**src/hw/rtl/nrl_pkg.sv**
```systemverilog
// ----------------------------------------------------------------------------
// nrl_pkg: shared types for the run-list VCN lookup
// Field widths, status codes, decoder phases and the item/result records.
// ----------------------------------------------------------------------------
package nrl_pkg;

	localparam int FIELD_W = 48;   // width of every VCN/LCN field on the ports
	localparam int BYTE_W  = 8;

	typedef enum logic [1:0] {
		ST_FOUND = 2'd0,   // target located
		ST_RANGE = 2'd1,   // target outside low..high
		ST_END   = 2'd2    // terminator reached without a match
	} status_t;

	typedef enum logic [2:0] {
		PH_DONE   = 3'b001,
		PH_HEADER = 3'b010,
		PH_BODY   = 3'b100
	} phase_t;

	typedef struct packed {
		logic [FIELD_W-1:0] high_vcn;
		logic [FIELD_W-1:0] low_vcn;
		logic [FIELD_W-1:0] target_vcn;
		logic               list_start;
		logic [BYTE_W-1:0]  run_byte;
	} item_t;

	typedef struct packed {
		logic [FIELD_W-1:0] run_count;
		logic [FIELD_W-1:0] lcn;
		status_t            status;
	} result_t;

endpackage

```
**src/hw/rtl/nrl_decode.sv**
```systemverilog
// ----------------------------------------------------------------------------
// nrl_decode: run-list decoder state and per-byte step
// Holds the list state and works out the next state and result for one byte.
// ----------------------------------------------------------------------------
module nrl_decode #(
	parameter int CLUSTER_BITS = 48
) (
	input  logic            clk,
	input  logic            arst_n,
	input  logic            en,
	input  nrl_pkg::item_t  item,
	output logic            res_valid,
	output nrl_pkg::result_t res
);

	localparam int CW = CLUSTER_BITS;
	localparam int NB = (CW + 7) / 8;
	localparam int AW = NB * 8;

	nrl_pkg::phase_t phase_q, phase_d;
	logic [3:0]    count_len_q, count_len_d;
	logic [3:0]    offset_len_q, offset_len_d;
	logic [4:0]    byte_pos_q, byte_pos_d;
	logic [CW-1:0] count_acc_q, count_acc_d;
	logic [CW-1:0] offset_acc_q, offset_acc_d;
	logic [CW-1:0] running_lcn_q, running_lcn_d;
	logic [CW-1:0] base_vcn_q, base_vcn_d;
	logic [CW-1:0] wanted_vcn_q, wanted_vcn_d;
	logic [CW-1:0] vcn_dist;   // wanted - base
	logic          vcn_ge;     // base <= wanted

	logic [CW-1:0] tgt, lo, hi;
	logic [7:0]    b;
	logic [4:0]    k;
	logic          in_count, last_off, run_end, hit;
	logic [AW-1:0] cnt_w, off_w;
	logic [CW-1:0] count_mrg, offset_mrg, lcn_new, found_lcn, remain;

	assign tgt = CW'(item.target_vcn);
	assign lo  = CW'(item.low_vcn);
	assign hi  = CW'(item.high_vcn);
	assign b   = item.run_byte;

	// Merge the current body byte into the count or delta field
	always_comb begin
		k        = byte_pos_q - {1'b0, count_len_q};
		in_count = byte_pos_q < {1'b0, count_len_q};
		last_off = (k + 5'd1) == {1'b0, offset_len_q};
		cnt_w    = AW'(count_acc_q);
		off_w    = AW'(offset_acc_q);
		for (int i = 0; i < NB; i++) begin
			if (in_count && byte_pos_q == 5'(i)) begin
				cnt_w[i*8 +: 8] = b;
			end
			if (!in_count && k == 5'(i)) begin
				off_w[i*8 +: 8] = b;
			end
			// sign-extend from the top delta byte
			if (!in_count && last_off && b[7] && (5'(i) >= {1'b0, offset_len_q})) begin
				off_w[i*8 +: 8] = 8'hff;
			end
		end
		count_mrg  = CW'(cnt_w);
		offset_mrg = CW'(off_w);
	end

	assign vcn_dist  = wanted_vcn_q - base_vcn_q;
	assign vcn_ge    = base_vcn_q <= wanted_vcn_q;
	assign run_end   = ({1'b0, byte_pos_q} + 6'd1) >= ({2'b0, count_len_q} + {2'b0, offset_len_q});
	assign lcn_new   = running_lcn_q + offset_mrg;
	assign hit       = vcn_ge && (vcn_dist < count_mrg);
	assign remain    = count_mrg - vcn_dist;
	assign found_lcn = (offset_mrg == '0) ? '0 : running_lcn_q + offset_mrg + vcn_dist;

	always_comb begin
		phase_d       = phase_q;
		count_len_d   = count_len_q;
		offset_len_d  = offset_len_q;
		byte_pos_d    = byte_pos_q;
		count_acc_d   = count_acc_q;
		offset_acc_d  = offset_acc_q;
		running_lcn_d = running_lcn_q;
		base_vcn_d    = base_vcn_q;
		wanted_vcn_d  = wanted_vcn_q;
		res_valid     = 1'b0;
		res.status    = nrl_pkg::ST_FOUND;
		res.lcn       = '0;
		res.run_count = '0;

		if (item.list_start) begin
			wanted_vcn_d  = tgt;
			base_vcn_d    = lo;
			running_lcn_d = '0;
			count_len_d   = '0;
			offset_len_d  = '0;
			byte_pos_d    = '0;
			count_acc_d   = '0;
			offset_acc_d  = '0;
			if (tgt < lo || tgt > hi) begin
				phase_d    = nrl_pkg::PH_DONE;
				res_valid  = 1'b1;
				res.status = nrl_pkg::ST_RANGE;
			end else if (b == 8'h00) begin
				phase_d    = nrl_pkg::PH_DONE;
				res_valid  = 1'b1;
				res.status = nrl_pkg::ST_END;
			end else begin
				count_len_d  = b[3:0];
				offset_len_d = b[7:4];
				phase_d      = nrl_pkg::PH_BODY;
			end
		end else begin
			unique case (phase_q)
				nrl_pkg::PH_DONE: begin
				end
				nrl_pkg::PH_HEADER: begin
					if (b == 8'h00) begin
						phase_d    = nrl_pkg::PH_DONE;
						res_valid  = 1'b1;
						res.status = nrl_pkg::ST_END;
					end else begin
						count_len_d  = b[3:0];
						offset_len_d = b[7:4];
						byte_pos_d   = '0;
						count_acc_d  = '0;
						offset_acc_d = '0;
						phase_d      = nrl_pkg::PH_BODY;
					end
				end
				nrl_pkg::PH_BODY: begin
					count_acc_d  = count_mrg;
					offset_acc_d = offset_mrg;
					byte_pos_d   = byte_pos_q + 5'd1;
					if (run_end) begin
						running_lcn_d = lcn_new;
						phase_d       = nrl_pkg::PH_HEADER;
						if (hit) begin
							phase_d       = nrl_pkg::PH_DONE;
							res_valid     = 1'b1;
							res.status    = nrl_pkg::ST_FOUND;
							res.lcn       = nrl_pkg::FIELD_W'(found_lcn);
							res.run_count = nrl_pkg::FIELD_W'(remain);
						end else begin
							base_vcn_d = base_vcn_q + count_mrg;
						end
					end
				end
				default: begin
					phase_d = nrl_pkg::PH_DONE;
				end
			endcase
		end
	end

	always_ff @(posedge clk or negedge arst_n) begin
		if (!arst_n) begin
			phase_q       <= nrl_pkg::PH_DONE;
			count_len_q   <= '0;
			offset_len_q  <= '0;
			byte_pos_q    <= '0;
			count_acc_q   <= '0;
			offset_acc_q  <= '0;
			running_lcn_q <= '0;
			base_vcn_q    <= '0;
			wanted_vcn_q  <= '0;
		end else if (en) begin
			phase_q       <= phase_d;
			count_len_q   <= count_len_d;
			offset_len_q  <= offset_len_d;
			byte_pos_q    <= byte_pos_d;
			count_acc_q   <= count_acc_d;
			offset_acc_q  <= offset_acc_d;
			running_lcn_q <= running_lcn_d;
			base_vcn_q    <= base_vcn_d;
			wanted_vcn_q  <= wanted_vcn_d;
		end
	end

endmodule

```
**src/hw/rtl/ntfs_run_list_vcn_lookup.sv**
```systemverilog
// ----------------------------------------------------------------------------
// ntfs_run_list_vcn_lookup: NTFS data run-list decoder with VCN lookup
// Streams a run list one byte per word and reports where a target VCN lives.
// ----------------------------------------------------------------------------
// One run-list byte is taken per clock while the output side keeps up: each
// word is held in an input register, decoded by a single step of header,
// shift-in or add-and-compare logic, and any result lands in an output
// register, so a result word follows its byte through the input and output
// registers, and a stalled output side holds back the input. Mark the first
// byte of a list with s_tuser; target_vcn, low_vcn and high_vcn are sampled
// only on that word. Each list yields at most one result word: found (lcn, or
// 0 for a sparse run, and the clusters left in the run), target out of range,
// or terminator reached. Bytes after that result are dropped until the next
// list start; a new list start abandons any list in progress. Cluster
// arithmetic wraps at CLUSTER_BITS bits, and results are carried on 48-bit
// fields. There is no memory and no clearing pass after reset.
// ----------------------------------------------------------------------------
module ntfs_run_list_vcn_lookup #(
	parameter int CLUSTER_BITS = 48
) (
	input  logic         clk,
	input  logic         arst_n,
	input  logic         s_tvalid,
	output logic         s_tready,
	input  logic [151:0] s_tdata,   // run_byte[7:0], target_vcn[55:8],
	                                // low_vcn[103:56], high_vcn[151:104]
	input  logic         s_tuser,   // list_start
	output logic         m_tvalid,
	input  logic         m_tready,
	output logic [103:0] m_tdata    // status[1:0], lcn[49:2], run_count[97:50],
	                                // zero fill [103:98]
);

	nrl_pkg::item_t   item_s1;
	logic             valid_s1;
	logic             advance;
	logic             res_valid;
	nrl_pkg::result_t res;
	nrl_pkg::result_t out_q;
	logic             out_valid_q;

	// Step the decoder whenever a byte is waiting and the output register is
	// free or draining this cycle.
	assign advance  = valid_s1 && (!out_valid_q || m_tready);
	assign s_tready = !valid_s1 || advance;

	// Input register: hold the word until the decoder takes it
	always_ff @(posedge clk or negedge arst_n) begin
		if (!arst_n) begin
			valid_s1 <= 1'b0;
		end else if (s_tready) begin
			valid_s1 <= s_tvalid;
		end
	end

	always_ff @(posedge clk) begin
		if (s_tvalid && s_tready) begin
			item_s1.run_byte   <= s_tdata[7:0];
			item_s1.target_vcn <= s_tdata[55:8];
			item_s1.low_vcn    <= s_tdata[103:56];
			item_s1.high_vcn   <= s_tdata[151:104];
			item_s1.list_start <= s_tuser;
		end
	end

	nrl_decode #(
		.CLUSTER_BITS(CLUSTER_BITS)
	) u_decode (
		.clk       (clk),
		.arst_n    (arst_n),
		.en        (advance),
		.item      (item_s1),
		.res_valid (res_valid),
		.res       (res)
	);

	// Output register: load on a decode step, drop once the word is taken
	always_ff @(posedge clk or negedge arst_n) begin
		if (!arst_n) begin
			out_valid_q <= 1'b0;
		end else if (advance) begin
			out_valid_q <= res_valid;
		end else if (m_tready) begin
			out_valid_q <= 1'b0;
		end
	end

	always_ff @(posedge clk) begin
		if (advance && res_valid) begin
			out_q <= res;
		end
	end

	assign m_tvalid = out_valid_q;
	assign m_tdata  = {6'd0, out_q.run_count, out_q.lcn, out_q.status};

endmodule

```
**config.mk**
```make
export PLATFORM = sky130hd
export DESIGN_NAME = ntfs_run_list_vcn_lookup
export DESIGN_NICKNAME = d
export VERILOG_FILES = /design/src/hw/rtl/nrl_pkg.sv /design/src/hw/rtl/nrl_decode.sv /design/src/hw/rtl/ntfs_run_list_vcn_lookup.sv
export SDC_FILE = /design/constraint.sdc
export NUM_CORES = 1
export LEC_CHECK = 0
export CORE_MARGIN = 2
export CORE_UTILIZATION = 60
export CTS_BUF_LIST = sky130_fd_sc_hd__clkbuf_8 sky130_fd_sc_hd__clkbuf_16
export CTS_CLUSTER_SIZE = 8
export DETAILED_ROUTE_END_ITERATION = 8
export DONT_BUFFER_PORTS = 1
export GPL_ROUTABILITY_DRIVEN = 1
export PLACE_DENSITY_LB_ADDON = 0.2
export SYNTH_ARGS = -nofsm -noshare
export SYNTH_HDL_FRONTEND = slang
export SYNTH_SLANG_ARGS = --single-unit
```
**constraint.sdc**
```tcl
create_clock -name clk -period 17.1 [get_ports clk]
set_input_delay 3.42 -clock clk [delete_from_list [all_inputs] [get_ports clk]]
set_output_delay 3.42 -clock clk [all_outputs]
set_load 0.01 [all_outputs]
```
* Word-level counts from Yosys, hierarchy flattened
Cells that the tools add are included.
Widths: inputs -> output; s select.
** Cells by class
- Add/sub/neg operators :: 10
- Order comparisons :: 12
- Eq/ne operators :: 19
- Multiplexer cells :: 62
- Bitwise logic cells :: 3
- Reduce and logical (&&, ||, !) cells :: 47
** Operator list (number)
- $mux 48 :: 10
- $pmux 48 s2 :: 2
- $add 48x48->48 :: 3
- $mux 8 :: 18
- $lt 48x48->1 :: 2
- $sub 48x48->48 :: 2
- $gt 48x48->1 :: 1
- $le 48x48->1 :: 1
- $logic_not 48->1 :: 1
- $mux 4 :: 10
- $logic_and 1x1->1 :: 24
- $eq 5x2->1 const B :: 4
- $eq 5x3->1 const B :: 4
- $mux 3 :: 4
- $reduce_and 3->1 :: 4
- $add 5x1->5 const B :: 2
- $eq 5x1->1 const B :: 2
- $logic_not 5->1 :: 2
- $mux 2 :: 5
- $mux 5 :: 2
- $pmux 5 s2 :: 1
- $pmux 3 s3 :: 1
- $ge 1x4->1 const A :: 2
- $ge 2x4->1 const A :: 2
- other kinds (26) :: 44
** Storage, ports and cells
- Register bits after elaboration :: 509
- Input port bits :: 157
- Output and inout port bits :: 106
- Word-level logic and storage cells :: 172

* Logic depth before layout (Yosys ltp)
Gate-level depths: netlist of the first run.
- Depth after elaboration :: 11
- Mapped depth :: 38

* Cells and area by module
A second synthesis of the first run with hierarchy kept.
** Unflattened totals
- Cell total of the unflattened synthesis :: 3684
- Area total of the unflattened synthesis :: 35646.7 µm²
** By module, submodules not included
- nrl_decode :: instances 1, cells an instance 3416, area an instance 27951.8 µm²
- ntfs_run_list_vcn_lookup :: instances 1, cells an instance 268, area an instance 7694.9 µm²

* Worst setup path after synthesis of the first run
Ideal clock, no wire load.
- Kind :: flip-flop to flip-flop
- Start point :: reg u_decode.wanted_vcn_q[0]
- End point :: reg out_q, in the netlist m_tdata[0] (enable)
- Arrival :: 8.876 ns
- Setup slack :: 7.668 ns
- Stages on the path, launching flop included :: 28
- Period minus slack after synthesis :: 9.432 ns
- Cell sequence :: dfrtp_1 -> inv_1 -> ha_1 -> inv_1 -> fa_1 -> a21oi_1 -> o21ai_0 -> a21oi_1 -> o21ai_0 -> a31oi_1 -> a311oi_1 -> a211o_1 -> a21oi_1 -> o21ai_0 -> xor2_1 -> inv_1 -> ha_1 -> clkbuf_1 -> and2_1 -> and3_1 -> nand2_1 -> o211ai_1 -> a221o_1 -> a221o_1 -> o211ai_2 -> o21ai_0 -> nand2_1 -> nor2_1
** Between the ends
- Longest elaborated chain between the ends :: 8
** Ends and longest elaborated chain
- start, declared :: line nrl_decode.sv:28 : logic [CW-1:0] wanted_vcn_q, wanted_vcn_d;
- start signal, assigned :: line nrl_decode.sv:175 : wanted_vcn_q <= wanted_vcn_d;
- $sub 48x48->48 :: line nrl_decode.sv:67 : assign vcn_dist = wanted_vcn_q - base_vcn_q;
- $lt 48x48->1 :: line nrl_decode.sv:71 : assign hit = vcn_ge && (vcn_dist < count_mrg);
- $logic_and 1x1->1 * :: line nrl_decode.sv:71
- $mux 1 * :: line nrl_decode.sv:137 : if (hit) begin
- $mux 1 * :: line nrl_decode.sv:134 : if (run_end) begin
- $pmux 1 s2 * :: line nrl_decode.sv:113 : unique case (phase_q)
- $mux 1 * :: line nrl_decode.sv:90 : if (item.list_start) begin
- $logic_and 1x1->1 * :: line ntfs_run_list_vcn_lookup.sv:89 : if (advance && res_valid) begin
- end signal, assigned :: line ntfs_run_list_vcn_lookup.sv:90 : out_q <= res;
- end, declared :: line ntfs_run_list_vcn_lookup.sv:39 : nrl_pkg::result_t out_q;
Mark *: on every way between the ends. The rest lies on a longest branch, timed or not.
A chain may end at the register's enable or synchronous reset.

* Worst setup path after layout of the first run
- Start point :: reg u_decode.byte_pos_q[0]
- End point :: reg out_q, in the netlist m_tdata[48] (data pin)
** Between the ends
- Longest elaborated chain between the ends :: 9
** Ends and longest elaborated chain
- start, declared :: line nrl_decode.sv:23 : logic [4:0] byte_pos_q, byte_pos_d;
- start signal, assigned :: line nrl_decode.sv:170 : byte_pos_q <= byte_pos_d;
- $sub 5x4->5 :: line nrl_decode.sv:46 : k = byte_pos_q - {1'b0, count_len_q};
- $add 5x1->5 :: line nrl_decode.sv:48 : last_off = (k + 5'd1) == {1'b0, offset_len_q};
- $eq 5x4->1 :: line nrl_decode.sv:48
- $logic_and 1x1->1 (3 in a row) :: line nrl_decode.sv:59 : if (!in_count && last_off && b[7] && (5'(i) >= {1'b0, offset_len_q})) begin
- $mux 8 :: line nrl_decode.sv:59
- $add 48x48->48 / $logic_not 48->1 (equally long branches) :: line nrl_decode.sv:73 : assign found_lcn = (offset_mrg == '0) ? '0 : running_lcn_q + offset_mrg + vcn_dist;
- $add 48x48->48 / $reduce_or 5->1 (equally long branches)
Parallel ways exist; a longest one is shown, timed or not.

==> impl_results.md, run 1 <==
- Status: finished clean
- First-pass GRT wire length: 154000 um
- Yosys warns: 0
- Routability cong.: 0.970
- Total grt overflow: 0
- Achievable Freq: 0.108 GHz
- Worst clock skew: 34.2 ps
- Setup TNS Final: 0 ps
- Final Max Tran Viols: 0
- Total GRT Usage: 32.7%
- Commonest register cell after synthesis: dfrtp_1
- Total Wirelength: 100000 um
- Initial Util: 60.9%
- Largest area contributor in the netlist: edfxtp_1
- Inserted Clock Buffers: 74
- DR iter-0 viols: 2328
- DP HPWL: 75500 um
- Slowest stage delay, CP: around 830 ps
- Peak supply drop: roughly 0.12 mV
- Worst Hold Class: flip-flop to flip-flop
- Gates resized, CTS repair: 0
- CTS Hold Bufs: 0
- R2R Setup Slk: 7840 ps
- Core area: a little under 60000 um^2
- Clock Sink Count: 509
- Antenna viol nets, final: 0
- Slowest-stage cell, CP: nor3_1
- H-tree levels: 3
- Power per standard cell area: 154 nW/um^2
- Setup CP Type: flip-flop to flip-flop
- Final cell count without fillers: 4464
- Initial antenna violation count: 2
- Min cycle time layout: 9260 ps
- CTS tree: yes
- Final hold vios: 0
- CP bufs+invs: 2
- Setup Slack @ Placement: 8010 ps
- Die Wd: about 250 um
- Synth async-reset ratio: 50.7%
- Placed cells: 4333
- Worst Path Arrival: 9610 ps
- Pleak: between 15 and 20 nW
- Post-CTS Setup Repair Bufs: 0
- Clk_lat worst skew: approximately 660 ps
- Row count: 88
- Worst-case reg-to-reg path depth: 33
- Setup crit end kind: flip-flop
- Gate count of the mapped netlist: 3693
- Slack of the critical path: about 7800 ps
- Fin nets: 4161
- Post-DR wirelength/cell: roughly 22 um
- IO buf count: 0
- CP Data Required Time: 17460 ps
- Crit-path max FO: 11
- Syn Area/Cell: 9.57 um^2
- CTS max path bufs: 3
- Final Cycle Share: approximately 54%
- Worst-path clk slew: 50 ps
- Die area: 60900 um^2
- Synth top area cells: edfxtp_1 21%, dfrtp_1 18%, ha_1 12%
- Register area share after synthesis: 39.6%
- DR vias: 28.6k
- Die height: 247 um
- Headroom to the max-slew limit: 27.3%
- Via/cell ratio: between 6 and 7
- Top delay family on crit path: compound AO/OA/AOI/OAI gates
- Fill count: 4553
- Synth cell count leaders: 353 x ha_1, 341 x a21oi_1, 275 x nand2_1, 263 x inv_1, 257 x dfrtp_1
- Max-cap viol count: 0
- Pre-Repair DR Iteration Count: 5
- RSZ-0062 raised after global routing: false
- Startpoint types: flip-flop
- Vias in the first global route: between 20k and 30k
- Hold path endpoint: u_decode.offset_acc_q[3]$_DFFE_PN0P_
- Area delta synth->final: 7.99%
- Seq cells post-synth: 509
- Hold-critical path depth: 2
- DRC: 0
- Top cell type's share of synthesized area: approximately a fifth
- RR Endpoint: m_tdata[48]$_SDFFCE_PP0P_
- Most frequent cell after synthesis: ha_1
- Share of cells above drive strength 1: 6.41%
- Reg2reg start: u_decode.byte_pos_q[0]$_DFFE_PN0P_
- Ports: 263
- Worst-Margin Slew: 1090 ps
- Largest net degree at the start of global routing: 259
- Synthesized cell area: 35400 um^2
- Endpoints failing setup: 0
- CTS root buffer: clkbuf_16
- Hold wc startpoint: u_decode.offset_acc_q[3]$_DFFE_PN0P_
- Unique masters post-synth: 86
- Post-synth EDFFs: 251
[power breakdown]
part           internal, mW  switching, mW  leakage [nW]  total [mW]
registers              1.41          0.103          5.81        1.51
clock network         0.797          0.574          1.23        1.37
logic                  1.06           1.93          11.1        2.99
[tightest hold or removal path, stage by stage, from the launching register on]
cell     delay (ps)
dfrtp_1         340
nand2_1          50
o21ai_0          60
[worst max-delay path by stage]
stage	start	to	slack, ps	depth (start not counted)
after floorplan	u_decode.wanted_vcn_q[0]$_DFFE_PN0P_	m_tdata[0]$_SDFFCE_PN0P_	7670	27
after global placement	u_decode.byte_pos_q[0]$_DFFE_PN0P_	m_tdata[48]$_SDFFCE_PP0P_	8340	34
after detailed placement	u_decode.byte_pos_q[0]$_DFFE_PN0P_	m_tdata[48]$_SDFFCE_PP0P_	8010	33
after CTS	u_decode.byte_pos_q[0]$_DFFE_PN0P_	m_tdata[48]$_SDFFCE_PP0P_	7930	36
after global routing	u_decode.byte_pos_q[0]$_DFFE_PN0P_	m_tdata[48]$_SDFFCE_PP0P_	6990	33
final	u_decode.byte_pos_q[0]$_DFFE_PN0P_	m_tdata[48]$_SDFFCE_PP0P_	7840	33
[state kept, by name (all words and copies together) (netlist names), 5 cells and up]
register / count
u_decode.base_vcn_q: 48
u_decode.count_acc_q: 48
u_decode.running_lcn_q: 48
m_tdata: 98
u_decode.wanted_vcn_q: 48
u_decode.offset_acc_q: 48
item_s1: 153
u_decode.byte_pos_q: 5
[cells in the final DEF (no fill, tap or decap), types with 23 or more instances in the layout]
master,synthesis,layout
a211oi_1,35,35
a21o_1,181,181
a21oi_1,341,340
a22o_1,127,127
a31oi_1,40,40
and3_1,40,40
buf_4,6,25
clkbuf_16,0,74
dfrtp_1,257,257
edfxtp_1,251,251
ha_1,353,353
inv_1,263,307
mux2_2,95,95
mux2i_1,33,33
nand2_1,275,274
nand2b_1,42,42
nand3_1,73,73
nand4_1,57,57
nor2_1,226,223
nor2b_1,37,37
nor3_1,52,52
nor4_1,32,32
o211ai_1,23,23
o21a_1,34,34
o21ai_0,203,203
o21bai_1,34,34
xnor2_1,127,127
xor2_1,100,100
[stage by stage]
stage          util [%]  instance area (um^2)  hold slack, ps  total power [mW]
3_5_place_dp       62.0                 36000             477              4.42
5_1_grt            65.8                 38200             508              6.22
4_1_cts            65.8                 38200             487              5.82
3_3_place_gp       62.0                 36000             467              4.37
6_report           65.8                 38200             493              5.87
2_1_floorplan         -                 35400             450              3.63
[area by class of cell]
| class | count | area (um^2) | area share (%) |
|---|---|---|---|
| clock inverter | 52 | 339 | 0.888 |
| antenna | 3 | 7.51 | 0.0197 |
| inverter | 263 | 987 | 2.59 |
| sequential | 509 | 14000 | 36.7 |
| clock buffer | 76 | 1880 | 4.92 |
| multi-input combinational | 2771 | 19800 | 51.9 |
| tap | 765 | 957 | 2.51 |
| timing repair buffer | 25 | 188 | 0.492 |
[cell families (layout without fill, tap and decap cells)]
family                     after synthesis  after routing  synth area share [%]
and+or+nand+nor                        905            905                  12.2
xor gates and xnor gates               227            227                  5.62
other                                    1              9                0.0106
AOI/OAI and AO/OA                     1145           1145                  21.2
DFF                                    509            509                  39.6
adders and majority gates              360            360                  12.9
buffers and inverters                  418            416                  4.55
muxes                                  128            128                  3.96
[metal layers]
metal  routed length [um]  track usage (%)  vias to the layer above
met4                 4290             13.9                        0
met1                43800             44.3                    13715
li1                     -                -                    13449
met5                    0                0                        -
met3                 6940             5.37                      245
met2                45300             52.0                     1208
(Power assumes the default switching activity.)
==> run 2, diff against run 1 <==
==> constraint.sdc (replaced) <==
create_clock -name clk -period 9.4 [get_ports clk]
set_input_delay 1.88 -clock clk [delete_from_list [all_inputs] [get_ports clk]]
set_output_delay 1.88 -clock clk [all_outputs]
set_load 0.01 [all_outputs]
==> run 2 against run 1 <==
Cell area up 0.23%. Clock skew down 2.4 ps. Wire length up 2.0%. Total power up 83%. Critical endpoint is now m_tdata[49]$_SDFFCE_PP0P_. Highest routed layer is now met5.
==> impl_results.md, run 2 (same netlist as run 1, synthesis figures left out) <==
- RR Endpoint: m_tdata[49]$_SDFFCE_PP0P_ (was m_tdata[48]$_SDFFCE_PP0P_)
- Worst Path Arrival: 9020 ps (was 9610 ps)
- Pleak: 18.2 nW (was 18.1 nW)
- Fin nets: 4169 (was 4161)
- Die height: 247 um (unchanged)
- Slowest stage delay, CP: 670 ps (was 830 ps)
- Max-cap viol count: 0 (unchanged)
- Clock Sink Count: 509 (unchanged)
- Max reg flops: 153 (unchanged)
- FF+latch area: 14000 um^2 (unchanged)
- Die Wd: 247 um (unchanged)
- Post-DR wirelength/cell: 22.9 um (was 22.5 um)
- Reg2reg start: u_decode.byte_pos_q[0]$_DFFE_PN0P_ (unchanged)
- Setup TNS Final: 0 ps (unchanged)
- Worst-Margin Slew: 1190 ps (was 1090 ps)
- Hold-critical path depth: 2 (unchanged)
- Ports: 263 (unchanged)
- Setup crit end kind: flip-flop (unchanged)
- Inserted Clock Buffers: 74 (unchanged)
- Worst-path clk slew: 50 ps (about the same)
- Initial antenna violation count: 5 (was 2)
- Initial Util: 60.9% (unchanged)
- Commonest non-fill, non-tap cell in the layout: ha_1 (unchanged)
- Slowest-stage cell, CP: and3_1 (was nor3_1)
- Final Cycle Share: 92.2% (was 54.1%)
- Routability cong.: 0.963 (was 0.970)
- Most flops, register: item_s1 (unchanged)
- Row count: 88 (unchanged)
- Antenna viol nets, final: 0 (unchanged)
- Startpoint types: flip-flop (unchanged)
- Hold wc startpoint: u_decode.offset_acc_q[0]$_DFFE_PN0P_ (was u_decode.offset_acc_q[3]$_DFFE_PN0P_)
- CP Data Required Time: 9750 ps (was 17460 ps)
- Worst clock skew: 31.9 ps (was 34.2 ps)
- Gates resized, CTS repair: 0 (unchanged)
- Achievable Freq: 0.115 GHz (was 0.108 GHz)
- Via/cell ratio: 6.46 (was 6.41)
- Largest net degree at the start of global routing: 259 (unchanged)
- Total GRT Usage: 33.6% (was 32.7%)
- Core area: 58000 um^2 (unchanged)
- Crit-path max FO: 21 (was 11)
- R2R Setup Slk: 740 ps (was 7840 ps)
- DRC: 0 (unchanged)
- CTS tree: yes (unchanged)
- Area delta synth->final: 8.24% (was 7.99%)
- Endpoints failing setup: 0 (unchanged)
- Post-CTS Setup Repair Bufs: 0 (unchanged)
- IO buf count: 0 (unchanged)
- Status: finished clean (unchanged)
- CTS max path bufs: 3 (unchanged)
- Setup CP Type: flip-flop to flip-flop (unchanged)
- Total grt overflow: 0 (unchanged)
- Area of the multi-input gates: 19800 um^2 (unchanged)
- Worst Hold Class: flip-flop to flip-flop (unchanged)
- First-pass GRT wire length: 158000 um (was 154000 um)
- Worst-case reg-to-reg path depth: 33 (unchanged)
- Power per standard cell area: 280 nW/um^2 (was 154 nW/um^2)
- H-tree levels: 3 (unchanged)
- Share of cells above drive strength 1: 6.58% (was 6.41%)
- Min cycle time layout: 8660 ps (was 9260 ps)
- DP HPWL: 76500 um (was 75500 um)
- Final Max Tran Viols: 0 (unchanged)
- Die area: 60900 um^2 (unchanged)
- Fill count: 4561 (was 4553)
- Commonest cells after routing, fill and taps aside: 353 x ha_1, 340 x a21oi_1, 311 x inv_1 (was 353 x ha_1, 340 x a21oi_1, 307 x inv_1)
- Pre-Repair DR Iteration Count: 7 (was 5)
- RSZ-0062 raised after global routing: false (unchanged)
- End-of-flow core utilization: 66.0% (was 65.8%)
- Vias in the first global route: 28.0k (was 27.9k)
- Total Wirelength: 102000 um (was 100000 um)
- DR vias: 28.9k (was 28.6k)
- Hold path endpoint: u_decode.offset_acc_q[0]$_DFFE_PN0P_ (was u_decode.offset_acc_q[3]$_DFFE_PN0P_)
- Final hold vios: 0 (unchanged)
- CTS root buffer: clkbuf_16 (unchanged)
- Headroom to the max-slew limit: 18.5% (was 27.3%)
- CTS Hold Bufs: 0 (unchanged)
- Peak supply drop: 0.242 mV (was 0.122 mV)
- DR iter-0 viols: 2861 (was 2328)
- Clk_lat worst skew: 650 ps (was 660 ps)
## run 2: cell types whose count changed in the layout (fill, tap and decap cells not counted)
cell,previous run,this run
inv_1,307,311
clkbuf_8,2,1
buf_12,0,2
clkinv_1,0,1
buf_4,25,31
diode_2,3,2
## run 2: area by class of cell
class	instances	area share (%)
antenna	2	0.0131
clock buffer	75	4.87
clock inverter	57	0.935
inverter	263	2.58
multi-input combinational	2771	51.8
sequential	509	36.6
tap	765	2.50
timing repair buffer	33	0.713
## run 2: stage by stage
| stage | instance area [um^2] | setup WS (ps) | instances | total power, mW | hold WS, ps |
|---|---|---|---|---|---|
| 2_1_floorplan | 35400 | 1630 | 3698 | 6.59 | 450 |
| 3_3_place_gp | 36000 | 1080 | 4341 | 8.00 | 463 |
| 3_5_place_dp | 36000 | 956 | 4341 | 8.08 | 479 |
| 4_1_cts | 38300 | 890 | 4473 | 10.6 | 490 |
| 5_1_grt | 38300 | 103 | 4475 | 11.4 | 507 |
| 6_report | 38300 | 736 | 4475 | 10.7 | 484 |
## run 2: where the power goes
group          total (mW)  leakage (nW)  internal, mW  switching [mW]
sequential           2.76          5.81          2.56           0.191
clock                2.50          1.25          1.45            1.06
combinational        5.47          11.1          1.94            3.53
total                10.7          18.2          5.95            4.78
## run 2: routing by layer
metal | GRT usage (%) | vias up | routed length [um]
li1 | - | 13453 | -
met1 | 45.8 | 13939 | 44600
met2 | 54.3 | 1273 | 47100
met3 | 4.43 | 236 | 6680
met4 | 13.3 | 2 | 4020
met5 | 0 | - | 7
## run 2: critical path, delay by kind of cell, from the launching register on
family / cells / cell delay [ps]
buffers and inverters: 3 / 400
XOR/XNOR: 4 / 570
flip-flops: 1 / 450
AND/OR/NAND/NOR: 3 / 1130
adder cells (fa/ha/maj): 5 / 1710
AO/OA/AOI/OAI: 18 / 4080
## run 2: worst max path at each step
stage / start / end / slack (ps) / cells past startpoint
2_1_floorplan: u_decode.wanted_vcn_q[0]$_DFFE_PN0P_ / m_tdata[0]$_SDFFCE_PN0P_ / 1630 / 27
3_3_place_gp: u_decode.byte_pos_q[0]$_DFFE_PN0P_ / m_tdata[48]$_SDFFCE_PP0P_ / 1080 / 33
3_5_place_dp: u_decode.byte_pos_q[0]$_DFFE_PN0P_ / m_tdata[48]$_SDFFCE_PP0P_ / 960 / 32
4_1_cts: u_decode.byte_pos_q[0]$_DFFE_PN0P_ / m_tdata[48]$_SDFFCE_PP0P_ / 890 / 32
5_1_grt: u_decode.byte_pos_q[0]$_DFFE_PN0P_ / m_tdata[44]$_SDFFCE_PP0P_ / 100 / 38
6_report: u_decode.byte_pos_q[0]$_DFFE_PN0P_ / m_tdata[49]$_SDFFCE_PP0P_ / 740 / 33
